===== src/design/tsv_pkg.sv =====
// Shared types, constants and character codes of the text stream visualiser.
`default_nettype none

package tsv_pkg;

    localparam int NUMBER_WIDTH_DEF = 6;
    localparam int COUNT_DIGITS     = 6;
    localparam int DIG_IDX_W        = $clog2(COUNT_DIGITS);
    localparam int DIG_CNT_W        = $clog2(COUNT_DIGITS + 1);
    localparam int BODY_MAX         = 4;
    localparam int BODY_IDX_W       = $clog2(BODY_MAX);
    localparam int QUEUE_DEPTH      = 2;
    localparam int CFG_IDX_W        = 3;
    localparam int CFG_DATA_W       = 2;

    typedef enum logic [CFG_IDX_W-1:0] {
        REG_NUMBER_MODE      = 3'd0,
        REG_SQUEEZE_BLANK    = 3'd1,
        REG_SHOW_ENDS        = 3'd2,
        REG_SHOW_TABS        = 3'd3,
        REG_SHOW_NONPRINTING = 3'd4
    } cfg_reg_t;

    typedef struct packed {
        logic [1:0] number_mode;
        logic       squeeze_blank;
        logic       show_ends;
        logic       show_tabs;
        logic       show_nonprinting;
    } cfg_t;

    typedef logic [COUNT_DIGITS-1:0][3:0] bcd_t;

    // One classified input word: optional line number and up to four body bytes.
    typedef struct packed {
        logic                          numbered;
        bcd_t                          digits;
        logic [DIG_CNT_W-1:0]          ndig;
        logic [BODY_IDX_W-1:0]         body_last;
        logic [BODY_MAX-1:0][7:0]      body;
    } job_t;

    typedef enum logic [1:0] {
        PH_PAD,
        PH_DIGIT,
        PH_TAB,
        PH_BODY
    } phase_t;

    localparam logic [7:0] CH_TAB    = 8'h09;
    localparam logic [7:0] CH_NL     = 8'h0A;
    localparam logic [7:0] CH_SPACE  = 8'h20;
    localparam logic [7:0] CH_DOLLAR = 8'h24;
    localparam logic [7:0] CH_DASH   = 8'h2D;
    localparam logic [3:0] CH_DIGIT_HI = 4'h3;
    localparam logic [7:0] CH_QMARK  = 8'h3F;
    localparam logic [7:0] CH_I      = 8'h49;
    localparam logic [7:0] CH_M      = 8'h4D;
    localparam logic [7:0] CH_CARET  = 8'h5E;
    localparam logic [7:0] CH_DEL    = 8'h7F;

endpackage

`default_nettype wire


===== src/design/tsv_byte_if.sv =====
// Input channel carrying one raw byte of the text stream per word.
`default_nettype none

interface tsv_byte_if;
    logic       valid;
    logic       ready;
    logic [7:0] in_byte;

    modport source (output valid, output in_byte, input ready);
    modport sink (input valid, input in_byte, output ready);
endinterface

`default_nettype wire


===== src/design/tsv_render_if.sv =====
// Output channel carrying one rendered byte and its end-of-run mark per word.
`default_nettype none

interface tsv_render_if;
    logic       valid;
    logic       ready;
    logic [7:0] out_byte;
    logic       last_of_run;

    modport source (output valid, output out_byte, output last_of_run, input ready);
    modport sink (input valid, input out_byte, input last_of_run, output ready);
endinterface

`default_nettype wire


===== src/design/tsv_cfg_if.sv =====
// Configuration write channel: register index and write data.
`default_nettype none

interface tsv_cfg_if;
    import tsv_pkg::*;

    logic                  valid;
    logic                  ready;
    logic [CFG_IDX_W-1:0]  index;
    logic [CFG_DATA_W-1:0] data;

    modport source (output valid, output index, output data, input ready);
    modport sink (input valid, input index, input data, output ready);
endinterface

`default_nettype wire


===== src/design/tsv_front.sv =====
// Front end: accepts input bytes, tracks line state and classifies each byte into a job.
`default_nettype none

module tsv_front (
    input  logic           clk,
    input  logic           rst_n,
    tsv_byte_if.sink       text,
    input  tsv_pkg::cfg_t  cfg,
    input  logic           full,
    output logic           push,
    output tsv_pkg::job_t  push_job
);
    import tsv_pkg::*;

    logic       after_nl_reg, after_nl_next;
    logic       blank_reg, blank_next;
    bcd_t       line_reg, line_next;

    logic       accept;
    logic       is_nl;
    logic       is_tab;
    logic       drop;
    logic       numbered;
    logic       all_nines;
    logic       carry;
    bcd_t       line_inc;
    logic [7:0] lo;
    logic [7:0] lo0;
    logic [7:0] lo1;
    logic       lo_two;
    logic [DIG_CNT_W-1:0] ndig;

    assign text.ready = !full;
    assign accept     = text.valid && !full;
    assign is_nl      = (text.in_byte == CH_NL);
    assign is_tab     = (text.in_byte == CH_TAB);

    // A repeated empty line under squeeze is swallowed whole and leaves the state alone.
    assign drop     = after_nl_reg && cfg.squeeze_blank && is_nl && blank_reg;
    assign numbered = after_nl_reg && !drop &&
                      (cfg.number_mode[1] ? !is_nl : cfg.number_mode[0]);
    assign push     = accept && !drop;

    always_comb
    begin
        all_nines = 1'b1;
        carry     = 1'b1;
        line_inc  = line_reg;
        ndig      = DIG_CNT_W'(1);
        for (int i = 0; i < COUNT_DIGITS; i++)
        begin
            if (line_reg[i] != 4'd9)
            begin
                all_nines = 1'b0;
            end
            if (line_reg[i] != 4'd0)
            begin
                ndig = DIG_CNT_W'(i + 1);
            end
            if (carry)
            begin
                if (line_reg[i] == 4'd9)
                begin
                    line_inc[i] = 4'd0;
                end
                else
                begin
                    line_inc[i] = line_reg[i] + 4'd1;
                    carry       = 1'b0;
                end
            end
        end
    end

    always_comb
    begin
        after_nl_next = after_nl_reg;
        blank_next    = blank_reg;
        line_next     = line_reg;
        if (accept && !drop)
        begin
            after_nl_next = is_nl;
            if (after_nl_reg)
            begin
                blank_next = cfg.squeeze_blank && is_nl;
            end
            if (numbered && !all_nines)
            begin
                line_next = line_inc;
            end
        end
    end

    // Caret form of the low seven bits.
    always_comb
    begin
        lo     = {1'b0, text.in_byte[6:0]};
        lo0    = lo;
        lo1    = '0;
        lo_two = 1'b0;
        if (lo == CH_DEL)
        begin
            lo0    = CH_CARET;
            lo1    = CH_QMARK;
            lo_two = 1'b1;
        end
        else if (lo < 8'd32)
        begin
            lo0    = CH_CARET;
            lo1    = lo + 8'd64;
            lo_two = 1'b1;
        end
    end

    always_comb
    begin
        push_job           = '0;
        push_job.numbered  = numbered;
        push_job.digits    = line_reg;
        push_job.ndig      = ndig;
        if (is_nl)
        begin
            if (cfg.show_ends)
            begin
                push_job.body[0]   = CH_DOLLAR;
                push_job.body[1]   = CH_NL;
                push_job.body_last = BODY_IDX_W'(1);
            end
            else
            begin
                push_job.body[0]   = CH_NL;
            end
        end
        else if (is_tab)
        begin
            if (cfg.show_tabs)
            begin
                push_job.body[0]   = CH_CARET;
                push_job.body[1]   = CH_I;
                push_job.body_last = BODY_IDX_W'(1);
            end
            else
            begin
                push_job.body[0]   = CH_TAB;
            end
        end
        else if (cfg.show_nonprinting)
        begin
            if (text.in_byte[7])
            begin
                push_job.body[0]   = CH_M;
                push_job.body[1]   = CH_DASH;
                push_job.body[2]   = lo0;
                push_job.body[3]   = lo1;
                push_job.body_last = lo_two ? BODY_IDX_W'(3) : BODY_IDX_W'(2);
            end
            else
            begin
                push_job.body[0]   = lo0;
                push_job.body[1]   = lo1;
                push_job.body_last = lo_two ? BODY_IDX_W'(1) : BODY_IDX_W'(0);
            end
        end
        else
        begin
            push_job.body[0] = text.in_byte;
        end
    end

    always_ff @(posedge clk or negedge rst_n)
    begin
        if (!rst_n)
        begin
            after_nl_reg <= 1'b1;
            blank_reg    <= 1'b0;
            line_reg     <= bcd_t'(1);
        end
        else
        begin
            after_nl_reg <= after_nl_next;
            blank_reg    <= blank_next;
            line_reg     <= line_next;
        end
    end

endmodule

`default_nettype wire


===== src/design/tsv_queue.sv =====
// Short job queue between the front end and the output sequencer.
`default_nettype none

module tsv_queue (
    input  logic           clk,
    input  logic           rst_n,
    input  logic           push,
    input  tsv_pkg::job_t  push_job,
    output logic           full,
    input  logic           pop,
    output logic           head_valid,
    output tsv_pkg::job_t  head
);
    import tsv_pkg::*;

    localparam int PTR_W = (QUEUE_DEPTH > 1) ? $clog2(QUEUE_DEPTH) : 1;

    job_t              mem_reg [QUEUE_DEPTH];
    logic [PTR_W-1:0]  wr_ptr_reg, wr_ptr_next;
    logic [PTR_W-1:0]  rd_ptr_reg, rd_ptr_next;
    logic [PTR_W:0]    count_reg, count_next;

    assign full       = (count_reg == (PTR_W + 1)'(QUEUE_DEPTH));
    assign head_valid = (count_reg != '0);
    assign head       = mem_reg[rd_ptr_reg];

    always_comb
    begin
        wr_ptr_next = wr_ptr_reg;
        rd_ptr_next = rd_ptr_reg;
        count_next  = count_reg;
        if (push)
        begin
            wr_ptr_next = (wr_ptr_reg == PTR_W'(QUEUE_DEPTH - 1)) ? '0 : wr_ptr_reg + 1'b1;
        end
        if (pop)
        begin
            rd_ptr_next = (rd_ptr_reg == PTR_W'(QUEUE_DEPTH - 1)) ? '0 : rd_ptr_reg + 1'b1;
        end
        if (push && !pop)
        begin
            count_next = count_reg + 1'b1;
        end
        else if (pop && !push)
        begin
            count_next = count_reg - 1'b1;
        end
    end

    always_ff @(posedge clk)
    begin
        if (push)
        begin
            mem_reg[wr_ptr_reg] <= push_job;
        end
    end

    always_ff @(posedge clk or negedge rst_n)
    begin
        if (!rst_n)
        begin
            wr_ptr_reg <= '0;
            rd_ptr_reg <= '0;
            count_reg  <= '0;
        end
        else
        begin
            wr_ptr_reg <= wr_ptr_next;
            rd_ptr_reg <= rd_ptr_next;
            count_reg  <= count_next;
        end
    end

endmodule

`default_nettype wire


===== src/design/tsv_back.sv =====
// Back end: expands each job into output bytes, one per cycle unless the output stalls, through an output register.
`default_nettype none

module tsv_back #(
    parameter int NUMBER_WIDTH = tsv_pkg::NUMBER_WIDTH_DEF
) (
    input  logic           clk,
    input  logic           rst_n,
    input  logic           head_valid,
    input  tsv_pkg::job_t  head,
    output logic           pop,
    tsv_render_if.source   rendered
);
    import tsv_pkg::*;

    localparam int CNT_W = $clog2((NUMBER_WIDTH > COUNT_DIGITS) ? NUMBER_WIDTH : COUNT_DIGITS);

    phase_t           phase_reg, phase_next;
    logic [CNT_W-1:0] cnt_reg, cnt_next;
    logic             busy_reg, busy_next;
    logic             out_valid_reg, out_valid_next;
    logic [7:0]       out_byte_reg;
    logic             out_last_reg;

    phase_t           phase;
    logic [CNT_W-1:0] cnt;
    logic [CNT_W-1:0] pad_last;
    logic [CNT_W-1:0] top_digit;
    logic             has_pad;
    logic             emit;
    logic             last;
    logic [7:0]       cur_byte;

    assign has_pad   = (NUMBER_WIDTH > int'(head.ndig));
    assign pad_last  = CNT_W'(NUMBER_WIDTH - int'(head.ndig) - 1);
    assign top_digit = CNT_W'(head.ndig - DIG_CNT_W'(1));
    assign emit      = head_valid && (!out_valid_reg || rendered.ready);
    assign pop       = emit && last;

    always_comb
    begin
        // Between jobs the position comes straight from the queue head.
        if (busy_reg)
        begin
            phase = phase_reg;
            cnt   = cnt_reg;
        end
        else if (!head.numbered)
        begin
            phase = PH_BODY;
            cnt   = '0;
        end
        else if (has_pad)
        begin
            phase = PH_PAD;
            cnt   = '0;
        end
        else
        begin
            phase = PH_DIGIT;
            cnt   = top_digit;
        end

        last       = 1'b0;
        cur_byte   = CH_SPACE;
        phase_next = phase_reg;
        cnt_next   = cnt_reg;
        busy_next  = busy_reg;

        case (phase)
            PH_PAD:
            begin
                cur_byte = CH_SPACE;
                if (cnt == pad_last)
                begin
                    phase_next = PH_DIGIT;
                    cnt_next   = top_digit;
                end
                else
                begin
                    phase_next = PH_PAD;
                    cnt_next   = cnt + 1'b1;
                end
            end
            PH_DIGIT:
            begin
                cur_byte = {CH_DIGIT_HI, head.digits[cnt[DIG_IDX_W-1:0]]};
                if (cnt == '0)
                begin
                    phase_next = PH_TAB;
                end
                else
                begin
                    phase_next = PH_DIGIT;
                    cnt_next   = cnt - 1'b1;
                end
            end
            PH_TAB:
            begin
                cur_byte   = CH_TAB;
                phase_next = PH_BODY;
                cnt_next   = '0;
            end
            PH_BODY:
            begin
                cur_byte   = head.body[cnt[BODY_IDX_W-1:0]];
                last       = (cnt[BODY_IDX_W-1:0] == head.body_last);
                phase_next = PH_BODY;
                cnt_next   = cnt + 1'b1;
            end
            default:
            begin
                cur_byte = CH_SPACE;
            end
        endcase

        if (emit)
        begin
            busy_next = !last;
        end
        else
        begin
            phase_next = phase_reg;
            cnt_next   = cnt_reg;
        end

        if (emit)
        begin
            out_valid_next = 1'b1;
        end
        else if (rendered.ready)
        begin
            out_valid_next = 1'b0;
        end
        else
        begin
            out_valid_next = out_valid_reg;
        end
    end

    assign rendered.valid       = out_valid_reg;
    assign rendered.out_byte    = out_byte_reg;
    assign rendered.last_of_run = out_last_reg;

    always_ff @(posedge clk)
    begin
        if (emit)
        begin
            out_byte_reg <= cur_byte;
            out_last_reg <= last;
        end
    end

    always_ff @(posedge clk or negedge rst_n)
    begin
        if (!rst_n)
        begin
            phase_reg     <= PH_BODY;
            cnt_reg       <= '0;
            busy_reg      <= 1'b0;
            out_valid_reg <= 1'b0;
        end
        else
        begin
            phase_reg     <= phase_next;
            cnt_reg       <= cnt_next;
            busy_reg      <= busy_next;
            out_valid_reg <= out_valid_next;
        end
    end

endmodule

`default_nettype wire


===== src/design/text_stream_visualizer_top.sv =====
// Top level of the text stream visualiser: configuration registers, front end, queue, back end.
//
// Each input byte produces between zero and the larger of NUMBER_WIDTH and six, plus five,
// output bytes, one per clock cycle on the output channel while it is ready, the final one
// flagged with last_of_run. Plain text, each byte expanding to a single output byte, streams
// through at one byte per cycle while the output is ready; a byte that expands to more output
// bytes holds the output sequencer until its last one is sent. Its job stays at the head of
// the two-entry job queue while it is expanded, so the queue takes one further byte before the
// input is held off. A repeated empty line dropped in squeeze mode produces no output and takes
// no sequencer time. Line numbers are kept in decimal and stop at 999999. Configuration words
// are taken at any time but should only be written while no byte is in flight.
`default_nettype none

module text_stream_visualizer_top #(
    parameter int NUMBER_WIDTH = tsv_pkg::NUMBER_WIDTH_DEF
) (
    input  logic          clk,
    input  logic          rst_n,
    tsv_byte_if.sink      text,
    tsv_render_if.source  rendered,
    tsv_cfg_if.sink       cfg
);
    import tsv_pkg::*;

    cfg_t cfg_reg, cfg_next;
    logic push;
    job_t push_job;
    logic full;
    logic pop;
    logic head_valid;
    job_t head;

    assign cfg.ready = 1'b1;

    always_comb
    begin
        cfg_next = cfg_reg;
        if (cfg.valid)
        begin
            case (cfg_reg_t'(cfg.index))
                REG_NUMBER_MODE:      cfg_next.number_mode      = cfg.data;
                REG_SQUEEZE_BLANK:    cfg_next.squeeze_blank    = cfg.data[0];
                REG_SHOW_ENDS:        cfg_next.show_ends        = cfg.data[0];
                REG_SHOW_TABS:        cfg_next.show_tabs        = cfg.data[0];
                REG_SHOW_NONPRINTING: cfg_next.show_nonprinting = cfg.data[0];
                default:              cfg_next = cfg_reg;
            endcase
        end
    end

    always_ff @(posedge clk or negedge rst_n)
    begin
        if (!rst_n)
        begin
            cfg_reg <= '0;
        end
        else
        begin
            cfg_reg <= cfg_next;
        end
    end

    tsv_front u_front (
        .clk      (clk),
        .rst_n    (rst_n),
        .text     (text),
        .cfg      (cfg_reg),
        .full     (full),
        .push     (push),
        .push_job (push_job)
    );

    tsv_queue u_queue (
        .clk        (clk),
        .rst_n      (rst_n),
        .push       (push),
        .push_job   (push_job),
        .full       (full),
        .pop        (pop),
        .head_valid (head_valid),
        .head       (head)
    );

    tsv_back #(
        .NUMBER_WIDTH (NUMBER_WIDTH)
    ) u_back (
        .clk        (clk),
        .rst_n      (rst_n),
        .head_valid (head_valid),
        .head       (head),
        .pop        (pop),
        .rendered   (rendered)
    );

endmodule

`default_nettype wire


===== src/flat_wrapper.sv =====
// flat-port wrapper written by rule: the top's interface ports become plain ports
module text_stream_visualizer_top_flat import tsv_pkg::*;
#(
    parameter int NUMBER_WIDTH = tsv_pkg::NUMBER_WIDTH_DEF
)
  (clk, rst_n, text_valid, text_in_byte, text_ready, rendered_valid, rendered_out_byte, rendered_last_of_run, rendered_ready, cfg_valid, cfg_index, cfg_data, cfg_ready);
  tsv_byte_if text_i ();
  tsv_render_if rendered_i ();
  tsv_cfg_if cfg_i ();
  input  logic clk;
  input  logic rst_n;
  input wire logic [$bits(text_i.valid)-1:0] text_valid;
  input wire logic [$bits(text_i.in_byte)-1:0] text_in_byte;
  output wire logic [$bits(text_i.ready)-1:0] text_ready;
  output wire logic [$bits(rendered_i.valid)-1:0] rendered_valid;
  output wire logic [$bits(rendered_i.out_byte)-1:0] rendered_out_byte;
  output wire logic [$bits(rendered_i.last_of_run)-1:0] rendered_last_of_run;
  input wire logic [$bits(rendered_i.ready)-1:0] rendered_ready;
  input wire logic [$bits(cfg_i.valid)-1:0] cfg_valid;
  input wire logic [$bits(cfg_i.index)-1:0] cfg_index;
  input wire logic [$bits(cfg_i.data)-1:0] cfg_data;
  output wire logic [$bits(cfg_i.ready)-1:0] cfg_ready;
  assign text_i.valid = text_valid;
  assign text_i.in_byte = text_in_byte;
  assign text_ready = text_i.ready;
  assign rendered_valid = rendered_i.valid;
  assign rendered_out_byte = rendered_i.out_byte;
  assign rendered_last_of_run = rendered_i.last_of_run;
  assign rendered_i.ready = rendered_ready;
  assign cfg_i.valid = cfg_valid;
  assign cfg_i.index = cfg_index;
  assign cfg_i.data = cfg_data;
  assign cfg_ready = cfg_i.ready;
  text_stream_visualizer_top #(.NUMBER_WIDTH(NUMBER_WIDTH)) u_core (.clk(clk), .rst_n(rst_n), .text(text_i), .rendered(rendered_i), .cfg(cfg_i));
endmodule

===== config.mk =====
export PLATFORM = sky130hd
export DESIGN_NAME = text_stream_visualizer_top_flat
export DESIGN_NICKNAME = d
export VERILOG_FILES = /design/src/design/tsv_pkg.sv /design/src/design/tsv_byte_if.sv /design/src/design/tsv_render_if.sv /design/src/design/tsv_cfg_if.sv /design/src/design/tsv_front.sv /design/src/design/tsv_queue.sv /design/src/design/tsv_back.sv /design/src/design/text_stream_visualizer_top.sv /design/src/flat_wrapper.sv
export SDC_FILE = /design/constraint.sdc
export NUM_CORES = 1
export LEC_CHECK = 0
export ABC_AREA = 0
export ABC_CLOCK_PERIOD_IN_PS = 11250
export BUFFER_PORTS_ARGS = -buffer_cell sky130_fd_sc_hd__buf_2
export CORE_ASPECT_RATIO = 1.4
export CORE_MARGIN = 1
export CORE_UTILIZATION = 59
export DETAILED_ROUTE_END_ITERATION = 10
export GPL_TIMING_DRIVEN = 0
export PLACE_DENSITY = 0.87
export SYNTH_ARGS = -nofsm -noshare
export SYNTH_HDL_FRONTEND = slang
export SYNTH_SLANG_ARGS = --single-unit

===== constraint.sdc =====
create_clock -name clk -period 11.25 [get_ports clk]
set_clock_uncertainty 0.1 [all_clocks]
set_input_delay 0 -clock clk [delete_from_list [all_inputs] [get_ports clk]]
set_output_delay 0 -clock clk [all_outputs]
set_load 0.005 [all_outputs]

==> results of run 1 <==
## worst max-delay path, stage by stage (launching register included)
cell and delay (ns):
dfrtp_1 0.43, mux2i_1 0.66, ha_1 0.33, nand2_1 0.10, o31ai_1 0.33, clkbuf_1 0.50
buf_2 0.32, inv_1 0.11, ha_1 0.25, a221oi_1 0.30, a21oi_1 0.12, a221oi_1 0.25
a21oi_1 0.11
## per-layer routing
layer	GRT usage, %	share of wire [%]	wire length [µm]
met5	0	0	0
met1	33.7	39	6700
met2	44.1	52	8930
met4	11.4	3.5	599
met3	5.52	6.0	1040
## power by group
group	internal (µW)	switching, µW	total (µW)
registers	874	55.3	930
clock network	326	243	569
logic	287	432	719
## per-stage QoR
stage | hold WS [ns] | utilization (%) | setup WS [ns] | power, µW
global route | 0.0221 | 70.3 | 6.99 | 2320
CTS | 0.00162 | 70.3 | 7.28 | 2220
detailed placement | 0.139 | 64.4 | 7.26 | 1650
finish | 0.0134 | 70.3 | 7.21 | 2220
global placement | 0.112 | 64.0 | 6.10 | 1610
floorplan | -0.396 | - | 7.21 | 1430
## synth_stat cells, drive strengths merged (3+ instances only)
| master | number |
|---|---|
| nor2b | 16 |
| and3 | 9 |
| nor3 | 9 |
| ha | 7 |
| nand2b | 4 |
| mux2i | 30 |
| inv | 18 |
| a31oi | 3 |
| a221oi | 4 |
| a21o | 7 |
| nand3 | 16 |
| nor2 | 41 |
| clkbuf | 12 |
| nand2 | 49 |
| buf | 9 |
| dfrtp | 39 |
| o22ai | 8 |
| o211ai | 4 |
| nor3b | 3 |
| nand3b | 5 |
| and2 | 11 |
| a21oi | 24 |
| edfxtp | 131 |
| nor4 | 7 |
| mux4 | 14 |
| a211oi | 12 |
| mux2 | 14 |
| xor2 | 8 |
| o21a | 5 |
| o31ai | 3 |
| nand4 | 4 |
| o21ai | 23 |
| dfstp | 4 |
| xnor2 | 18 |
## final timing paths
| path | to | slack [ns] | cells past startpoint |
|---|---|---|---|
| hold reg to reg | u_core.cfg_reg[4] | 0.41 | 1 |
| setup reg to reg | u_core.u_back.cnt_reg[2] | 7.21 | 12 |
| hold / removal | u_core.cfg_reg[2] | 0.01 | 4 |
| max in group asynchronous | u_core.u_front.push_job[58] | 10.21 | 2 |
| min in group asynchronous | u_core.u_back.busy_reg | 0.19 | 2 |
| setup / recovery | u_core.u_back.cnt_reg[2] | 7.21 | 12 |
## layout make-up
cell class                 instances  area share [%]
tap                              178            2.44
clock inverter                    15            1.60
sequential                       174            54.9
timing repair buffer              47            3.95
clock buffer                      17            4.66
buffer                            21            1.06
inverter                          18           0.740
multi-input combinational        389            30.6
## repair_timing
action	in CTS	in global routing
endpoints found under the hold margin	86	0
hold buffers	19	0
endpoints found under the setup margin	0	0
## cell families after synthesis
logic type,Yosys count
AND/OR/NAND/NOR,186
flip-flops,174
AO/OA/AOI/OAI,107
multiplexers,58
buffers and inverters,39
XOR/XNOR,26
adder cells (fa/ha/maj),7
other,2
==> impl_metrics.json, run 1 <==
{
  "synthAdderAreaFrac_pct": 1.10,
  "max-cap-violations": 0,
  "hold_path.class": "in2reg",
  "drcViolationCount": 0,
  "synth_area_um2": 7960,
  "diodes": 0,
  "hold_viol": 0,
  "die_area_um2": 14000,
  "fp.dieW_um": 100,
  "synth-edff-count": 131,
  "muxShareOfSynthArea_pct": 9.72,
  "drtIter0Drc": 521,
  "synth-simple-area-share_pct": 12.1,
  "yosysTopAreaCellShare_pct": 49.4,
  "regArea_um2": 5010,
  "max_freq_ghz": 0.248,
  "grt_max_degree": 44,
  "synth_top_family_by_area": "simple AND/OR/NAND/NOR gates",
  "tns_ns": 0,
  "power_density_nw_per_um2": 243,
  "min_period_ns": 4.04,
  "wl_um": 17300,
  "fin_area_um2": 9130,
  "worstPathRequired_ns": 11.45,
  "ir_drop_mv": 0.158,
  "wl_per_cell_um": 20.1,
  "reg2reg_from": "u_core.u_queue.rd_ptr_reg",
  "rows": 49,
  "crit_type": "reg2reg",
  "clock_sinks": 174,
  "via_per_inst": 6.25,
  "dp_cells": 808,
  "cp_max_fo": 10,
  "grt_pass1_vias": 5320,
  "synthXorXnorAreaFrac_pct": 2.96,
  "fin_cells": 859,
  "yosysSeqAreaShare_pct": 63.0,
  "die_h_um": 139,
  "finalSetupViolations": 0,
  "cts_setup_buffers": 0,
  "synthTopCellsByArea": "edfxtp_1 49%, dfrtp_1 12%, mux4_2 4.0%",
  "ys_warn_count": 0,
  "gpl.final_weighted_congestion": 0.917,
  "p_leak_uw": 0.00343,
  "relSlewSlack_pct": 30.5,
  "final_common_cell": "edfxtp_1",
  "status": "finished, final reports clean",
  "area_growth_pct": 14.8,
  "grt_pass1_wl_um": 27700,
  "dpl_cell_area_um2": 8370,
  "final_nets": 693,
  "drive_gt1_share_pct": 15.7,
  "num-fill-cells": 848,
  "mostFrequentLayoutCells": "131 x edfxtp_1, 49 x nand2_1, 40 x nor2_1",
  "clk_latency_ns": 0.43,
  "grt_use_total_pct": 26.5,
  "multiInputGateArea_um2": 2800,
  "io_buffers": 26,
  "hp-start": "cfg_valid",
  "synth_top_area_cell": "edfxtp_1",
  "io_pins": 30,
  "dr.pass1.iters": 5,
  "cts_tree": "done",
  "antenna_found_initial": 0,
  "largest_reg_flops": 122,
  "synth_area_per_cell_um2": 13.3,
  "async_flop_share_pct": 24.7,
  "end_kind": "flip-flop",
  "synth_top_flop_cell": "edfxtp_1",
  "tightest_slew_ns": 1.04,
  "core_area_um2": 13000,
  "startpoint_type": "flip-flop",
  "vias": 5367,
  "synthDistinctLibCells": 62,
  "grt_overflow": 0,
  "rsz0062_at_grt": "no",
  "start_util_pct": 61.2,
  "cts_max_level": 4,
  "cp.arrival_ns": 4.24,
  "cts_resized": 0,
  "synth_compound_area_share_pct": 8.98,
  "startpoint": "u_core.u_queue.rd_ptr_reg",
  "cts_buffers": 17,
  "ys_ff_latch": 174,
  "drtAntennaViolNets": 0,
  "cts_root_buf": "clkbuf_16",
  "synthesis.instances": 599,
  "hpwl_um": 11800,
  "clk_path_buf_depth": 2,
  "slew_viol_final": 0,
  "fin_crit_sh_pct": 35.9,
  "clk_pin_slew_ns": 0.07
}
No activity file was read; power rests on OpenSTA's default activity.
==> inputs of run 2 (changes only) <==
--- a/config.mk
+++ b/config.mk
@@ -6,14 +6,14 @@
 export NUM_CORES = 1
 export LEC_CHECK = 0
 export ABC_AREA = 0
-export ABC_CLOCK_PERIOD_IN_PS = 11250
+export ABC_CLOCK_PERIOD_IN_PS = 3500
 export BUFFER_PORTS_ARGS = -buffer_cell sky130_fd_sc_hd__buf_2
 export CORE_ASPECT_RATIO = 1.4
 export CORE_MARGIN = 1
-export CORE_UTILIZATION = 59
+export CORE_UTILIZATION = 56
 export DETAILED_ROUTE_END_ITERATION = 10
 export GPL_TIMING_DRIVEN = 0
-export PLACE_DENSITY = 0.87
+export PLACE_DENSITY = 0.86
 export SYNTH_ARGS = -nofsm -noshare
 export SYNTH_HDL_FRONTEND = slang
 export SYNTH_SLANG_ARGS = --single-unit
==> constraint.sdc (replaced) <==
create_clock -name clk -period 3.5 [get_ports clk]
set_clock_uncertainty 0.1 [all_clocks]
set_input_delay 0 -clock clk [delete_from_list [all_inputs] [get_ports clk]]
set_output_delay 0 -clock clk [all_outputs]
set_load 0.005 [all_outputs]
==> run 2 against run 1 <==
Compared with the run above: power rose to 3.3 times the previous value; clock power rose to 3.4 times the previous value; wire length rose by 0.20%; non-clock buffer count rose by 4; clock-buffer cell count rose by 9; core utilization fell by 3.5 points; combinational power rose to 3.4 times the previous value; worst hold slack improved by 0.16 ns; worst setup slack got worse by 7.1 ns; sequential share of layout area fell by 0.89 points; die area rose by 5.3%; critical path depth fell by 1.
==> impl_metrics.json, run 2 (synthesis results as in run 1) <==
{
  "status": "finished, final reports clean",
  "grt_pass1_wl_um": 27500,
  "finalSetupViolations": 0,
  "startpoint_type": "flip-flop",
  "cts_buffers": 17,
  "slew_viol_final": 0,
  "die_area_um2": 14700,
  "grt_max_degree": 44,
  "pre_cts_ws_ns": -0.408,
  "cts_max_level": 4,
  "drive_gt1_share_pct": 16.9,
  "fp.dieW_um": 103,
  "relSlewSlack_pct": 28.4,
  "via_per_inst": 6.14,
  "power_density_nw_per_um2": 789,
  "hold_viol": 0,
  "min_period_ns": 3.37,
  "io_pins": 30,
  "wl_um": 17300,
  "largest_reg_flops": 122,
  "io_buffers": 26,
  "max_freq_ghz": 0.297,
  "cts_tree": "done",
  "final_nets": 697,
  "cts_root_buf": "clkbuf_16",
  "dpl_cell_area_um2": 8380,
  "tightest_slew_ns": 1.06,
  "cp.arrival_ns": 3.42,
  "clk_latency_ns": 0.42,
  "drtAntennaViolNets": 0,
  "ir_drop_mv": 0.435,
  "dr.pass1.iters": 6,
  "start_util_pct": 57.2,
  "area_growth_pct": 16.7,
  "max-cap-violations": 0,
  "clk_pin_slew_ns": 0.07,
  "postLayoutCoreUtil_pct": 66.7,
  "worstPathRequired_ns": 3.54,
  "drcViolationCount": 0,
  "reg2reg_from": "u_core.u_queue.rd_ptr_reg",
  "mostFrequentLayoutCells": "131 x edfxtp_1, 49 x nand2_1, 40 x nor2_1",
  "tns_ns": 0,
  "drtIter0Drc": 608,
  "hold_path.class": "in2async",
  "rows": 51,
  "gpl.final_weighted_congestion": 0.979,
  "wl_per_cell_um": 19.9,
  "hpwl_um": 11400,
  "crit_type": "reg2reg",
  "antenna_found_initial": 0,
  "grt_pass1_vias": 5229,
  "cp_max_fo": 10,
  "die_h_um": 143,
  "startpoint": "u_core.u_queue.rd_ptr_reg",
  "core_area_um2": 13900,
  "fin_area_um2": 9280,
  "vias": 5342,
  "p_leak_uw": 0.00348,
  "clock_sinks": 174,
  "diodes": 0,
  "grt_use_total_pct": 25.5,
  "end_kind": "flip-flop",
  "final_common_cell": "edfxtp_1",
  "fin_crit_sh_pct": 96.3,
  "clk_path_buf_depth": 2,
  "fin_ws_ns": 0.128,
  "grt_overflow": 0
}
## run 2: where the power goes
part | switching [µW] | total (µW) | internal [µW]
combinational | 1440 | 2430 | 991
clock | 761 | 1910 | 1150
sequential | 179 | 2990 | 2810
total | 2370 | 7320 | 4950
## run 2: layer usage
metal,share of wire [%],routed length [µm],vias to the layer above,track usage (%)
met1,39,6700,2627,31.8
met4,3.5,614,0,12.4
met3,5.7,991,52,4.11
met5,0,0,-,0
met2,52,9000,259,43.1
li1,-,-,2404,-
## run 2: cell type report
type / instances / area [µm²]
sequential: 174 / 5020
inverter: 18 / 67.6
clock inverter: 6 / 71.3
clock buffer: 26 / 542
timing repair buffer: 52 / 403
fill: 926 / 4630
tap: 185 / 231
buffer: 20 / 111
multi-input combinational: 389 / 2840
## run 2: worst paths after layout
| kind | cells past startpoint | to | slack [ns] |
|---|---|---|---|
| min in group clk | 3 | u_core.cfg_reg[5] | 0.24 |
| max reg2reg | 11 | u_core.u_back.rendered.out_byte[2] | 0.13 |
| max in group asynchronous | 2 | u_core.u_queue.rd_ptr_reg | 2.46 |
| min | 2 | u_core.u_back.cnt_reg[2] | 0.18 |
| max | 11 | u_core.u_back.rendered.out_byte[2] | 0.13 |
| min reg2reg | 2 | u_core.u_back.rendered.valid | 0.41 |
## run 2: what timing repair did
| item | CTS | global route |
|---|---|---|
| hold buffers | 21 | 0 |
| buffers inserted | 0 | 3 |
| resized for setup | 5 | 14 |
| endpoints found under the hold margin | 88 | 0 |
| pin swaps | 0 | 1 |
| setup endpoints to repair | 9 | 8 |
| cloned | 0 | 0 |
## run 2: metrics by stage
stage                     power (µW)  hold WS, ns  instances
final                           7320        0.176        870
after global routing            7650        0.254        870
after CTS                       7230        0.219        868
after detailed placement        5270        0.129        815
after global placement          5160        0.114        813
after floorplan                 4590       -0.396        602
## run 2: critical path, cell delays in order (launching register included)
cell	delay, ns
dfrtp_2	0.45
buf_6	0.17
mux2i_1	0.15
inv_1	0.15
ha_1	0.23
nand2_1	0.13
o31ai_4	0.27
clkbuf_4	0.34
mux4_2	0.34
and2_1	0.17
a221oi_1	0.44
o22ai_1	0.15
